**config.mk**
```make
export PLATFORM = sky130hd
export DESIGN_NAME = vn3d_sqrt
export DESIGN_NICKNAME = d
export VERILOG_FILES = /design/src/design/assert_macros.svh /design/src/design/vn3d_pkg.sv /design/src/design/vn3d_sqrt.sv
export SDC_FILE = /design/constraint.sdc
export NUM_CORES = 2
export LEC_CHECK = 0
export BUFFER_PORTS_ARGS = -buffer_cell sky130_fd_sc_hd__buf_2
export CAP_MARGIN = 40
export CORE_MARGIN = 2
export CORE_UTILIZATION = 56
export DETAILED_ROUTE_END_ITERATION = 7
export GPL_ROUTABILITY_DRIVEN = 0
export PLACE_DENSITY = 0.76
export SYNTH_ARGS = -nofsm -noshare
export SYNTH_HDL_FRONTEND = slang
export SYNTH_SLANG_ARGS = --single-unit
```
**constraint.sdc**
```tcl
create_clock -name i_clk -period 2.95 [get_ports i_clk]
set_input_delay 0.4425 -clock i_clk [delete_from_list [all_inputs] [get_ports i_clk]]
set_output_delay 0.4425 -clock i_clk [all_outputs]
set_load 0.01 [all_outputs]
```
**src/design/assert_macros.svh**
```systemverilog
// Assertion helper macros
`ifndef ASSERT_MACROS_SVH
`define ASSERT_MACROS_SVH
`ifndef ASSERT_OFF
`define ASSERT_IMPL(label, clk, rst_n, expr) \
    label: assert property (@(posedge clk) disable iff (!rst_n) (expr)) \
        else $error("assertion failed");
`define ASSERT_NEXT(label, clk, rst_n, pre, post) \
    label: assert property (@(posedge clk) disable iff (!rst_n) (pre) |=> (post)) \
        else $error("assertion failed");
`else
`define ASSERT_IMPL(label, clk, rst_n, expr)
`define ASSERT_NEXT(label, clk, rst_n, pre, post)
`endif
`endif

```
**src/design/vn3d_pkg.sv**
```systemverilog
package vn3d_pkg;
    localparam int CompWidth  = 20;
    localparam int AbsWidth   = CompWidth;
    localparam int SumWidth   = 2 * AbsWidth + 2;
    localparam int MagWidth   = SumWidth / 2;
    localparam int FracBits   = 14;
    localparam int MagOutWidth  = 20;
    localparam int UnitOutWidth = 16;
    localparam int NumLanes   = 3;
    // dividend of one lane: |comp| << FracBits
    localparam int DivWidth   = AbsWidth + FracBits;
    // square root runs one result bit per pipeline stage
    localparam int SqrtSteps  = MagWidth;
    // each divider lane resolves one quotient bit per stage
    localparam int DivSteps   = DivWidth;

    typedef logic [AbsWidth-1:0] t_abs;
    typedef logic [SumWidth-1:0] t_sum;
    typedef logic [MagWidth-1:0] t_mag;
    typedef logic [DivWidth-1:0] t_quo;

    // sideband carried alongside each lane
    typedef struct packed {
        logic neg;
        logic zero;
    } t_lane_ctl;
endpackage

```
**src/design/vn3d_sqrt.sv**
```systemverilog
// Pipelined bit-by-bit square root, one result bit per stage.
module vn3d_sqrt (
    input  logic                   i_clk,
    input  logic                   i_rst_n,
    input  logic                   i_en,
    input  logic                   i_valid,
    input  vn3d_pkg::t_sum         i_sum,
    input  vn3d_pkg::t_abs         i_a0,
    input  vn3d_pkg::t_abs         i_a1,
    input  vn3d_pkg::t_abs         i_a2,
    input  logic [2:0]             i_neg,
    output logic                   o_valid,
    output vn3d_pkg::t_mag         o_mag,
    output vn3d_pkg::t_abs         o_a0,
    output vn3d_pkg::t_abs         o_a1,
    output vn3d_pkg::t_abs         o_a2,
    output logic [2:0]             o_neg
);
    localparam int N = vn3d_pkg::SqrtSteps;
    localparam int RW = vn3d_pkg::MagWidth + 2;

    logic                 r_v   [N+1];
    logic [RW-1:0]        r_rem [N+1];
    vn3d_pkg::t_mag       r_root[N+1];
    vn3d_pkg::t_sum       r_rad [N+1];
    vn3d_pkg::t_abs       r_a0  [N+1];
    vn3d_pkg::t_abs       r_a1  [N+1];
    vn3d_pkg::t_abs       r_a2  [N+1];
    logic [2:0]           r_neg [N+1];

    always_comb begin
        r_v[0]    = i_valid;
        r_rem[0]  = '0;
        r_root[0] = '0;
        r_rad[0]  = i_sum;
        r_a0[0]   = i_a0;
        r_a1[0]   = i_a1;
        r_a2[0]   = i_a2;
        r_neg[0]  = i_neg;
    end

    // restoring square root: bring down two bits, try 4*root+1
    for (genvar s = 0; s < N; s++) begin : g_stage
        logic [RW-1:0] n_trial;
        logic [RW-1:0] n_rem;
        logic [RW:0]   n_diff;
        always_comb begin
            n_trial = {r_rem[s][RW-3:0], r_rad[s][vn3d_pkg::SumWidth-1 -: 2]};
            n_diff  = {1'b0, n_trial} - {1'b0, r_root[s][vn3d_pkg::MagWidth-2:0], 2'b01};
            n_rem   = n_diff[RW] ? n_trial : n_diff[RW-1:0];
        end
        always_ff @(posedge i_clk) begin
            if (!i_rst_n) begin
                r_v[s+1] <= 1'b0;
            end else if (i_en) begin
                r_v[s+1] <= r_v[s];
            end
            if (i_en) begin
                r_rem[s+1]  <= n_rem;
                r_root[s+1] <= {r_root[s][vn3d_pkg::MagWidth-2:0], ~n_diff[RW]};
                r_rad[s+1]  <= {r_rad[s][vn3d_pkg::SumWidth-3:0], 2'b00};
                r_a0[s+1]   <= r_a0[s];
                r_a1[s+1]   <= r_a1[s];
                r_a2[s+1]   <= r_a2[s];
                r_neg[s+1]  <= r_neg[s];
            end
        end
    end

    assign o_valid = r_v[N];
    assign o_mag   = r_root[N];
    assign o_a0    = r_a0[N];
    assign o_a1    = r_a1[N];
    assign o_a2    = r_a2[N];
    assign o_neg   = r_neg[N];
endmodule

```
Word-level counts from Yosys, hierarchy flattened:

Index checks and enable logic that the tools add are counted.

* $add $sub $neg: 21
* muxes and demuxes: 20
* bitwise operators: 21

Operator list (number)
* $mux W21: 19
* $sub A23 B10 Y24: 1
* $sub A23 B11 Y24: 1
* $sub A23 B12 Y24: 1
* $sub A23 B13 Y24: 1
* $sub A23 B14 Y24: 1
* $sub A23 B15 Y24: 1
* $sub A23 B16 Y24: 1
* $sub A23 B17 Y24: 1
* $sub A23 B18 Y24: 1
* $sub A23 B19 Y24: 1
* $sub A23 B20 Y24: 1
* $sub A23 B21 Y24: 1
* $sub A23 B22 Y24: 1
* $sub A23 B3 Y24: 1
* $sub A23 B4 Y24: 1
* $sub A23 B5 Y24: 1
* $sub A23 B6 Y24: 1
* $sub A23 B7 Y24: 1
* $sub A23 B8 Y24: 1
* $sub A23 B9 Y24: 1
* $not A1 Y1: 21
* $sub A2 B1 Y3 const B: 1
* $mux W2: 1

* bits in registers: 2397
* bits of input ports: 109
* output and inout port bits: 85
* word-level logic and storage cells: 229

Longest topological paths before layout:

* word-level depth: 2
* mapped depth: 13
* mapped depth without buffers: 11

Worst setup path before layout:

No wires, ideal clock.

* kind: flip-flop to flip-flop
* start point: register r_rem, in the netlist g_stage[17].n_trial[2]
* end point: register r_rem, in the netlist g_stage[18].n_trial[15], data pin
* setup time: 0.260 ns
* arrival time: 2.727 ns
* required time: 2.690 ns
* path slack: -0.037 ns
* stages on the path, launching flop included: 11
* buffers on the path: 1
* path through: edfxtp_1 -> ha_1 -> o21a_1 -> o22ai_1 -> or4b_2 -> a211oi_1 -> o31ai_1 -> and3_1 -> clkbuf_1 -> inv_1 -> mux2_2

* word-level cells in the longest chain between the ends: 2

RTL lines
* start: declaration: RTL line vn3d_sqrt.sv:23 `logic [RW-1:0] r_rem [N+1];`
* start signal: indexed assignment: RTL line vn3d_sqrt.sv:59 `r_rem[s+1] <= n_rem;`
* $sub A23 B19 Y24: RTL line vn3d_sqrt.sv:49 `n_diff = {1'b0, n_trial} - {1'b0, r_root[s][vn3d_pkg::MagWidth-2:0], 2'b01};`
* $mux W21: RTL line vn3d_sqrt.sv:50 `n_rem = n_diff[RW] ? n_trial : n_diff[RW-1:0];`
* named net g_stage[17].n_rem[13]: RTL line vn3d_sqrt.sv:45 `logic [RW-1:0] n_rem;`

The timed path passes the listed nets, and every way through them passes these cells.
A chain may end at the register's enable or synchronous reset.

Worst setup path after layout:

* start point: register r_root[84] (netlist name)
* end point: register r_rem, in the netlist g_stage[18].n_trial[20], data pin

* word-level cells in the longest chain between the ends: 2

RTL lines
* start: declaration: RTL line vn3d_sqrt.sv:24 `vn3d_pkg::t_mag r_root[N+1];`
* start signal: indexed assignment: RTL line vn3d_sqrt.sv:60 `r_root[s+1] <= {r_root[s][vn3d_pkg::MagWidth-2:0], ~n_diff[RW]};`
* $sub A23 B19 Y24: RTL line vn3d_sqrt.sv:49
* $mux W21: RTL line vn3d_sqrt.sv:50
* named net g_stage[17].n_rem[18]: RTL line vn3d_sqrt.sv:45

The timed path passes the listed nets, and every way through them passes these cells.

==> impl_results.md <==
* Worst slew pin tran at 735 ps
* Most used cell, CP: o31a_1
* Critical-path maximum fanout at 3
* Most frequent cells in the layout: 2370 x edfxtp_1, 302 x inv_1, 249 x nand2_1
* Rel. slew slack at 51.0%
* Leakage at 37.3 nW
* Syn_area_per_cell at 17.6 sq um
* 1st-iter DRT viols at 2552
* Worst EP arrival at 3460 ps
* Share of cells above drive strength 1 at 14.0%
* Vias at 41300
* Endpoint required time on the critical path at 3500 ps
* Crit path launch type: register
* Syn nets at 5389
* Filler cell count at 10400
* Register area share after synthesis at 80.7%
* Crit end category: register
* Via density at 5.25
* Dpl hpwl at 76800 um
* Wire length of the first global-routing pass at 206000 um
* CP Buf/Inv Count at 1
* Routed wire length at 128000 um
* Grt total ovfl at 0
* Die area at 162000 sq um
* Post-synthesis register bit count at 2391
* Largest net degree at the start of global routing at 154
* Final Skew at 103 ps
* Synth Instances at 5048
* Die Height at 402 um
* Leading cell type in the layout, fill and taps excluded: edfxtp_1
* Pwr per Cell Area at 765 nW/um^2
* Maximum VDD drop at 0.000732 V
* CTS H-tree depth at 4
* Minimum clock period after layout at 2910 ps
* Footprint of the multi-input gates at 15400 sq um
* Remaining antenna violation count at 0
* Final Slew Violations at 0
* R2R depth at 10
* Initial Util at 56.2%
* Number of max-cap violations at 0
* FMAX at 344 MHz
* Max clock buf depth at 3
* RSZ-0062 raised after global routing: true
* Cell Area, Synth at 88700 sq um
* Crit-path slowest cell: o41a_1
* Asr flop ratio synth at 0%
* Die width at 402 um
* Worst-path clk slew at 60 ps
* Status: finished, final reports clean
* # port buffers at 193
* I/O pin count at 194
* CTS Buf Count at 225
* Drt pass-1 iters at 6
* Area Growth Syn to Fin at 14.9%
* Root Driver: clkbuf_16
* Place WS at -247 ps
* WL/cell at 16.3 um
* Initial antenna violation count at 0
* N_diodes at 0
* # clock sinks at 2391
* Final period utilization at 98.6%
* Count of final hold-check violations at 0
* Levels on crit path at 10
* WHS Path Cells at 2
* Gr usage total at 15.7%
* Clock Latency Late Sink at 840 ps
* Ys flop type: edfxtp_1
* Register Area at 71600 sq um
* Count of different cell masters after synthesis at 83
* Number of global-route vias before repair at 42200
* Post-synth EDFFs at 2370
* Largest delay contributor family on the critical path: compound AO/OA/AOI/OAI gates
* Row cnt at 146
* Worst hold slack at 299 ps
* Hold WC Path Type: in2reg
* CP cell instances: inv_2 > ha_4 > nor2b_1 > o31a_1 > o31a_1 > o41a_1 > nor4_1 > nor2_1 > xnor2_1 > o21ai_0
* Crit path largest cell delay at 430 ps
* DRC at 0
* Final worst setup slack at 42.8 ps
* Core footprint at 158000 sq um
* Nets at 5946
* Synth Warn # at 0
* Kind of critical path: reg2reg
* Final setup viols at 0
* CTS tree: done
-- flip-flops by register name, summed over array words and instances, names as in the netlist --
signal / count
g_stage.n_trial: 436
r_a0: 400
r_a1: 400
r_a2: 400
r_rad: 380
r_root: 210
r_neg: 60
o_mag: 21
o_a0: 20
o_a1: 20
o_a2: 20
r_v: 20
o_neg: 3
o_valid: 1
-- worst reg2reg max path: stages, from the launching register on --
cell and delay, ps:
edfxtp_1 400, inv_2 90, ha_4 210, nor2b_1 140
o31a_1 290, o31a_1 380, o41a_1 430, nor4_1 230
nor2_1 130, xnor2_1 210, o21ai_0 110
-- metrics by stage --
step	power (mW)	cell area, sq um	std cells	util [%]	setup TNS [ps]
floorplan	47.5	88700	5048	-	0
global placement	49.6	93100	7334	59.0	-586
detailed placement	50.1	93100	7334	59.0	-3980
CTS	78.7	102000	7852	64.4	-9.71
global route	81.3	102000	7858	64.6	-191
finish	78.0	102000	7858	64.6	0
-- timing repair --
item / in CTS / in global routing
resized for setup: 20 / 62
hold buffers: 110 / 0
buffers inserted: 0 / 6
hold endpoints to repair: 130 / 0
pin swaps: 2 / 12
endpoints found under the setup margin: 55 / 155
-- report_power, final --
part	leakage [nW]	switching [mW]	internal [mW]
sequential	23.2	1.22	40.8
combinational	10.6	4.40	3.40
clock	3.52	12.0	16.1
total	37.3	17.7	60.3
-- final timing paths --
kind / startpoint / to / slack [ps]
hold / removal: i_a2[18] / r_a2[418]$_DFFE_PP_ / 300
hold reg to reg: r_a2[410]$_DFFE_PP_ / r_a2[390]$_DFFE_PP_ / 320
setup reg to reg: r_root[84]$_DFFE_PP_ / g_stage[18].n_trial[20]$_DFFE_PP_ / 40
setup / recovery: r_root[84]$_DFFE_PP_ / g_stage[18].n_trial[20]$_DFFE_PP_ / 40
-- cells in the mapped netlist, types with 25 or more instances --
cell / instances / area share [%]
clkbuf_1: 53 / 0.22
nand2b_1: 54 / 0.38
nor4_1: 32 / 0.23
nor2b_1: 52 / 0.37
mux2_2: 43 / 0.55
o21a_1: 61 / 0.52
or3_1: 28 / 0.20
nor3_1: 82 / 0.46
ha_1: 232 / 3.3
nor2_1: 229 / 0.97
nand3_1: 43 / 0.24
nand2_1: 249 / 1.1
mux2i_1: 29 / 0.33
a21oi_1: 192 / 1.1
a21o_1: 73 / 0.62
o31ai_1: 27 / 0.23
edfxtp_1: 2370 / 80
xnor2_1: 143 / 1.4
a31oi_1: 25 / 0.18
xor2_1: 141 / 1.4
o21ai_0: 204 / 1.2
inv_1: 304 / 1.3
buf_4: 84 / 0.71
-- metal layers --
layer / track usage, % / up-vias / wire length, um
met5: 0 / - / 0
met4: 6.09 / 0 / 4030
met3: 3.19 / 312 / 5020
met2: 28.7 / 872 / 67900
met1: 18.0 / 19900 / 50800
li1: - / 20100 / -
-- logic make-up (layout without fill, tap and decap cells) --
logic type,after synthesis,in the layout,share of synthesized area [%]
fa+ha+maj,232,232,3.27
buf+inv,454,1192,2.30
flops,2391,2391,80.7
other cells,1,1,0.00423
xor+xnor,284,284,2.80
compound gates,733,733,5.19
mux,73,73,0.886
simple gates,880,880,4.83
-- final cells by class --
cell class	instances	share of cell area, %
Tap cell	2072	2.54
Clock inverter	138	1.49
Clock buffer	270	5.73
Multi-Input combinational cell	2203	15.1
Sequential cell	2391	70.2
Timing Repair Buffer	478	3.77
Inverter	306	1.13
Note: power is estimated with default switching activity, not from simulation.
