===== config.mk =====
export PLATFORM = sky130hd
export DESIGN_NAME = vn3d_div_lane
export DESIGN_NICKNAME = d
export VERILOG_FILES = /design/src/design/assert_macros.svh /design/src/design/vn3d_pkg.sv /design/src/design/vn3d_div_lane.sv
export SDC_FILE = /design/constraint.sdc
export NUM_CORES = 2
export LEC_CHECK = 0
export BUFFER_PORTS_ARGS = -buffer_cell sky130_fd_sc_hd__buf_2
export CORE_ASPECT_RATIO = 1.5
export CORE_MARGIN = 1
export CORE_UTILIZATION = 37
export CTS_BUF_LIST = sky130_fd_sc_hd__clkbuf_8 sky130_fd_sc_hd__clkbuf_16
export DETAILED_ROUTE_END_ITERATION = 10
export SLEW_MARGIN = 20
export SYNTH_ARGS = -nofsm -noshare
export SYNTH_HDL_FRONTEND = slang
export SYNTH_SLANG_ARGS = --single-unit

===== constraint.sdc =====
create_clock -name i_clk -period 8.3 [get_ports i_clk]
set_input_delay 0.415 -clock i_clk [delete_from_list [all_inputs] [get_ports i_clk]]
set_output_delay 0.415 -clock i_clk [all_outputs]
set_load 0.05 [all_outputs]

===== src/design/assert_macros.svh =====
// Assertion helper macros
`ifndef ASSERT_MACROS_SVH
`define ASSERT_MACROS_SVH
`ifndef ASSERT_OFF
`define ASSERT_IMPL(label, clk, rst_n, expr) \
    label: assert property (@(posedge clk) disable iff (!rst_n) (expr)) \
        else $error("assertion failed");
`define ASSERT_NEXT(label, clk, rst_n, pre, post) \
    label: assert property (@(posedge clk) disable iff (!rst_n) (pre) |=> (post)) \
        else $error("assertion failed");
`else
`define ASSERT_IMPL(label, clk, rst_n, expr)
`define ASSERT_NEXT(label, clk, rst_n, pre, post)
`endif
`endif


===== src/design/vn3d_pkg.sv =====
package vn3d_pkg;
    localparam int CompWidth  = 20;
    localparam int AbsWidth   = CompWidth;
    localparam int SumWidth   = 2 * AbsWidth + 2;
    localparam int MagWidth   = SumWidth / 2;
    localparam int FracBits   = 14;
    localparam int MagOutWidth  = 20;
    localparam int UnitOutWidth = 16;
    localparam int NumLanes   = 3;
    // dividend of one lane: |comp| << FracBits
    localparam int DivWidth   = AbsWidth + FracBits;
    // square root runs one result bit per pipeline stage
    localparam int SqrtSteps  = MagWidth;
    // each divider lane resolves one quotient bit per stage
    localparam int DivSteps   = DivWidth;

    typedef logic [AbsWidth-1:0] t_abs;
    typedef logic [SumWidth-1:0] t_sum;
    typedef logic [MagWidth-1:0] t_mag;
    typedef logic [DivWidth-1:0] t_quo;

    // sideband carried alongside each lane
    typedef struct packed {
        logic neg;
        logic zero;
    } t_lane_ctl;
endpackage


===== src/design/vn3d_div_lane.sv =====
// One divider lane: pipelined restoring division, one quotient bit per stage.
module vn3d_div_lane (
    input  logic                   i_clk,
    input  logic                   i_en,
    input  vn3d_pkg::t_abs         i_a,
    input  vn3d_pkg::t_mag         i_mag,
    input  vn3d_pkg::t_lane_ctl    i_ctl,
    output logic [vn3d_pkg::UnitOutWidth-1:0] o_unit
);
    localparam int N  = vn3d_pkg::DivSteps;
    localparam int MW = vn3d_pkg::MagWidth;

    vn3d_pkg::t_quo      r_num [N+1];
    vn3d_pkg::t_quo      r_quo [N+1];
    logic [MW:0]         r_rem [N+1];
    vn3d_pkg::t_mag      r_den [N+1];
    vn3d_pkg::t_lane_ctl r_ctl [N+1];
    logic [vn3d_pkg::UnitOutWidth-1:0] r_out;

    always_comb begin
        r_num[0] = {i_a, {vn3d_pkg::FracBits{1'b0}}};
        r_quo[0] = '0;
        r_rem[0] = '0;
        r_den[0] = i_mag;
        r_ctl[0] = i_ctl;
    end

    for (genvar s = 0; s < N; s++) begin : g_stage
        logic [MW+1:0] n_sh;
        logic [MW+1:0] n_diff;
        always_comb begin
            n_sh   = {r_rem[s], r_num[s][vn3d_pkg::DivWidth-1]};
            n_diff = n_sh - {2'b00, r_den[s]};
        end
        always_ff @(posedge i_clk) begin
            if (i_en) begin
                r_num[s+1] <= {r_num[s][vn3d_pkg::DivWidth-2:0], 1'b0};
                r_quo[s+1] <= {r_quo[s][vn3d_pkg::DivWidth-2:0], ~n_diff[MW+1]};
                r_rem[s+1] <= n_diff[MW+1] ? n_sh[MW:0] : n_diff[MW:0];
                r_den[s+1] <= r_den[s];
                r_ctl[s+1] <= r_ctl[s];
            end
        end
    end

    // sign and null-vector handling
    always_ff @(posedge i_clk) begin
        if (i_en) begin
            if (r_ctl[N].zero) begin
                r_out <= '0;
            end else if (r_ctl[N].neg) begin
                r_out <= -r_quo[N][vn3d_pkg::UnitOutWidth-1:0];
            end else begin
                r_out <= r_quo[N][vn3d_pkg::UnitOutWidth-1:0];
            end
        end
    end
    assign o_unit = r_out;
endmodule


# ---- Word-level counts from Yosys, hierarchy flattened
# Cells that the tools add are included.
dict set report op_classes {
  n_addsub 35
  mux 34
  bitwise_logic 16
}
# cell count
set op_table {}
lappend op_table {{$sub 23x21->23} 33}
lappend op_table {{$mux 22} 32}
lappend op_table {{$sub 1x21->22} 1}
lappend op_table {{$mux 16} 1}
lappend op_table {{$neg 16->16} 1}
lappend op_table {{$not 1->1} 16}
lappend op_table {{$mux 1} 1}
dict set report word_totals {
  output_inout_bits 16
  input_bits 45
  ff_bits 1829
  word_cells 269
}

# ---- Depth between registers and ports, before layout
dict set report logic_depth {
  depth_word 2
  mapped_depth 15
  ltp_nobuf 13
}

# ---- Worst setup path after synthesis
# OpenSTA, ideal clock, no wires.
dict set report synth_path {
  kind {reg-to-reg}
  from {register r_den[420] in the netlist's numbering}
  to {register r_rem, in the netlist g_stage[15].n_sh[15] (data pin)}
  setup_ns 0.260
  synth_period_minus_slack_ns 3.475
  path_buffers 1
  setup_slack_ns 4.825
  t_arrival_ns 3.215
  path_stages_with_launch 14
  t_required_ns 8.040
  path_cell_list {edfxtp_1 ha_1 fa_1 nor2b_1 o31a_1 o21ai_1 o211a_1 o21ai_1 nand4_1 a21oi_1 a41oi_1 xnor2_1 buf_2 mux2_2}
}
dict set report synth_via {
  elab_chain_cells 2
}
# element line
set synth_lines {}
lappend synth_lines {{start: declaration} vn3d_div_lane.sv:16} ;# vn3d_pkg::t_mag r_den [N+1];
lappend synth_lines {{start signal: indexed assignment} vn3d_div_lane.sv:40} ;# r_den[s+1] <= r_den[s];
lappend synth_lines {{$sub 23x21->23} vn3d_div_lane.sv:33} ;# n_diff = n_sh - {2'b00, r_den[s]};
lappend synth_lines {{$mux 22} vn3d_div_lane.sv:39} ;# r_rem[s+1] <= n_diff[MW+1] ? n_sh[MW:0] : n_diff[MW:0];
lappend synth_lines {{end signal: indexed assignment} vn3d_div_lane.sv:39}
lappend synth_lines {{end: declaration} vn3d_div_lane.sv:15} ;# logic [MW:0] r_rem [N+1];
# No other way between the ends.
# A chain may end at the register's enable or synchronous reset.

# ---- Worst setup path after layout
dict set report layout_path {
  from {register r_den[546] in the netlist's numbering}
  to {register r_rem, in the netlist g_stage[9].n_sh[4] (data pin)}
}
# Same word-level chain as after synthesis.

==> key figures <==
Run status
  – Outcome: finished, final reports clean

Timing
  – Count of endpoints failing hold in the final timing report: 0
  – Max transition margin: 0.210
  – Count of pins over their slew limit: 0
  – Achievable clock frequency: 183 MHz
  – Post-layout min period: 5.47 ns
  – Post-route fraction of the period consumed by the critical path: 0.659
  – Clock Skews: 0.0600 ns
  – Setup violations, final: 0
  – Fin Setup TNS: 0 ns
  – RSZ-0062 raised after global routing: no
  – Minimum hold slack: 0.0700 ns
  – Setup WS post-layout: 2.83 ns
  – Worst Tran Pin Value: 1.17 ns

Die
  – Row count: 230
  – Starting density of the core: 0.373
  – Die height: 632 um
  – Die outline area: 266000 um^2
  – Die extent in x: 422 um
  – I/O pins: 61
  – Core region area: 262000 um^2

CTS
  – Total CTS buffers: 200
  – Clk pin slew, worst setup/hold paths: 0.06 ns
  – CTS Buffer Depth: 4
  – CTS tree: built
  – CTS H-tree lvls: 4
  – Root buffer selected by CTS: sky130_fd_sc_hd__clkbuf_16
  – Number of sinks handled by clock tree synthesis: 1829
  – PostCTS Resize Cnt: 0
  – Clock latency on the worst-skew pair: 0.86 ns

Finish
  – Post-Layout Cell Count: 11844
  – Synthesis-to-layout area growth: 12.0%
  – Proportion of layout cells with a drive suffix above 1: 0.110
  – Count of filler cells inserted in the layout: 24084
  – Share of the core filled with cells in the final layout: 0.418
  – Layout Nets: 8969

GRT
  – Wire length of the first global-routing pass: 331 mm
  – Number of antenna violations at the first check in global routing: 1
  – Number of global-route vias before repair: 63499
  – Largest net degree at the start of global routing: 214
  – Congestion Overflow GR: 0
  – All-Layer GR Usage: 0.155

Place
  – Worst-case setup slack after placement: 2.81 ns
  – Placed Cells: 11443
  – Number of buffers inserted by port buffering: 60
  – Dpl hpwl: 156 mm
  – Routability-driven placement congestion ratio: 0.887

Setup path
  – CP Data Required Time: 8.82 ns
  – Critical path's largest stage delay: 0.89 ns
  – Type of element launching the critical path: register
  – Worst EP arrival: 5.99 ns
  – Critical path, cell by cell: ha_1, fa_1, nor2b_1, o31ai_1, a21oi_1, o311ai_1, a2111oi_0, o21ai_0, xnor2_2, inv_1, o31ai_1
  – Setup slack of the most critical reg-to-reg path: 2.83 ns
  – Buf/Inv on CP: 1
  – Maximum fanout along the worst path: 18
  – Kind of end point of the critical path: register
  – Cell type group with the largest total delay on the critical path: compound AO/OA/AOI/OAI gates
  – CP max-delay cell: sky130_fd_sc_hd__xnor2_2
  – Critical path class: register to register
  – Most prevalent standard cell on the critical path: sky130_fd_sc_hd__o31ai_1

Synthesis
  – Gate Count Post-Synth: 7965
  – Post-synthesis register bit count: 1829
  – Cell types with the highest counts after synthesis: sky130_fd_sc_hd__edfxtp_1, sky130_fd_sc_hd__inv_1, sky130_fd_sc_hd__ha_1
  – Post-synthesis cell type with the largest combined area: sky130_fd_sc_hd__edfxtp_1
  – Most frequently used flop master after synthesis: sky130_fd_sc_hd__edfxtp_1
  – Post-synthesis sequential area ratio: 0.562
  – Asr flop ratio synth: 0
  – Post-synthesis area per instance: 12.3 um^2
  – Mapped Area: 97800 um^2
  – Most instantiated library cell after synthesis: sky130_fd_sc_hd__edfxtp_1
  – Synth top area share: 0.562
  – Synth cell types: 87
  – Synth warnings: 0
  – Number of enable flip-flop cells after synthesis: 1829
  – Cell types with the largest area share after synthesis: sky130_fd_sc_hd__edfxtp_1, sky130_fd_sc_hd__ha_1, sky130_fd_sc_hd__mux2_2, sky130_fd_sc_hd__inv_1, sky130_fd_sc_hd__xnor2_1

Routing
  – Routed Antenna Nets: 0
  – Via count normalized by instance count: 5.14
  – Drc violations: 0
  – Wire length reported by the detailed router: 211 mm
  – Average wire per standard cell: 17.8 um
  – Pre-Repair DR Iteration Count: 7
  – Total via count after detailed routing: 60861
  – Number of violations reported at the end of detailed-routing iteration 0: 2877

Power
  – Power per cell area: 419 nW/um^2
  – Static power due to leakage: 44.4 nW
  – VDD IR max: 0.000202 V

Flow run
  – Maxcap violations: 0

Min path
  – Class of the tightest hold or removal check: primary input to register
-- final timing paths --
kind / startpoint / end / cells past startpoint
worst max-delay path: r_den[546] / g_stage[9].n_sh[4] / 11
worst min-delay path: i_en / r_num[1007] / 1
worst max register to register: r_den[546] / g_stage[9].n_sh[4] / 11
worst min register to register: r_quo[246] / r_quo[213] / 0
-- layout by cell type (no fill, tap or decap), types with 43 or more instances in the layout --
| master | synthesis | routed |
|---|---|---|
| sky130_fd_sc_hd__o21a_1 | 135 | 135 |
| sky130_fd_sc_hd__o211ai_1 | 48 | 48 |
| sky130_fd_sc_hd__xor2_1 | 202 | 198 |
| sky130_fd_sc_hd__ha_1 | 682 | 682 |
| sky130_fd_sc_hd__a21o_1 | 299 | 299 |
| sky130_fd_sc_hd__edfxtp_1 | 1829 | 1829 |
| sky130_fd_sc_hd__mux2_2 | 433 | 433 |
| sky130_fd_sc_hd__nand2b_1 | 96 | 96 |
| sky130_fd_sc_hd__buf_2 | 30 | 59 |
| sky130_fd_sc_hd__nor2_1 | 379 | 379 |
| sky130_fd_sc_hd__a211o_1 | 48 | 48 |
| sky130_fd_sc_hd__a31oi_1 | 62 | 62 |
| sky130_fd_sc_hd__o21ai_0 | 371 | 371 |
| sky130_fd_sc_hd__o21bai_1 | 49 | 49 |
| sky130_fd_sc_hd__o31ai_1 | 82 | 82 |
| sky130_fd_sc_hd__nor2b_1 | 112 | 112 |
| sky130_fd_sc_hd__dlygate4sd3_1 | 0 | 43 |
| sky130_fd_sc_hd__inv_1 | 889 | 927 |
| sky130_fd_sc_hd__clkbuf_16 | 0 | 202 |
| sky130_fd_sc_hd__a21oi_1 | 458 | 458 |
| sky130_fd_sc_hd__and3_1 | 56 | 56 |
| sky130_fd_sc_hd__nand3_1 | 107 | 107 |
| sky130_fd_sc_hd__nand2_1 | 438 | 438 |
| sky130_fd_sc_hd__xnor2_1 | 351 | 341 |
| sky130_fd_sc_hd__a21boi_0 | 43 | 43 |
| sky130_fd_sc_hd__nor3_1 | 129 | 129 |
-- worst reg2reg max path, stage by stage, from the launching register on --
cell and delay [ns]:
sky130_fd_sc_hd__edfxtp_1 0.53, sky130_fd_sc_hd__ha_1 0.30, sky130_fd_sc_hd__fa_1 0.42, sky130_fd_sc_hd__nor2b_1 0.19, sky130_fd_sc_hd__o31ai_1 0.14, sky130_fd_sc_hd__a21oi_1 0.22
sky130_fd_sc_hd__o311ai_1 0.21, sky130_fd_sc_hd__a2111oi_0 0.71, sky130_fd_sc_hd__o21ai_0 0.29, sky130_fd_sc_hd__xnor2_2 0.89, sky130_fd_sc_hd__inv_1 0.46, sky130_fd_sc_hd__o31ai_1 0.79
-- through the flow --
step | instance area, um^2 | power [mW]
2_1_floorplan | 97800 | 31.7
3_3_place_gp | 103000 | 36.7
3_5_place_dp | 103000 | 37.2
4_1_cts | 109000 | 46.4
5_1_grt | 109000 | 49.0
6_report | 109000 | 45.9
-- area by class of cell --
| cell class | instances | area [um^2] | area share |
|---|---|---|---|
| timing repair buffer | 150 | 1230 | 0.0113 |
| sequential | 1829 | 54900 | 0.502 |
| inverter | 893 | 3350 | 0.0306 |
| tap | 3480 | 4350 | 0.0398 |
| multi-input combinational | 5136 | 39200 | 0.358 |
| clock buffer | 202 | 5050 | 0.0462 |
| clock inverter | 150 | 1340 | 0.0122 |
| antenna | 4 | 10.0 | 0.0000914 |
-- kinds of logic (layout without fill, tap and decap cells) --
logic type / count (synthesis) / count (layout) / share of synthesized area
xor gates and xnor gates: 566 / 566 / 0.0517
buffers and inverters: 1009 / 1395 / 0.0393
muxes: 479 / 479 / 0.0554
and+or+nand+nor: 1515 / 1515 / 0.0743
other: 1 / 14 / 0.0000383
AOI/OAI and AO/OA: 1852 / 1852 / 0.124
adders and majority gates: 714 / 714 / 0.0938
DFF: 1829 / 1829 / 0.562
-- routing by layer --
metal	vias to the layer above	track usage	routed length (um)
met5	-	0	0
met4	0	0.0853	12000
met3	560	0.0201	6230
met2	983	0.323	122000
met1	29533	0.140	71000
li1	29785	-	-
-- sequential cells by signal (all words and copies together), names as in the netlist --
register and flops:
g_stage.n_sh 745, o_unit 16, r_ctl 68, r_den 693, r_num 171, r_quo 136
-- power by group --
group          switching (mW)  total, mW  internal, mW  leakage, nW
registers                1.55       15.6          14.0         17.9
clock network            3.72       8.82          5.10         3.26
logic                    11.5       21.5          9.98         23.2
-- repair_timing --
action | 4_1_cts | 5_1_grt
setup buffers | 0 | 0
hold buffers | 43 | 0
hold endpoints to repair | 43 | 0
No activity file was read; power rests on OpenSTA's default activity.
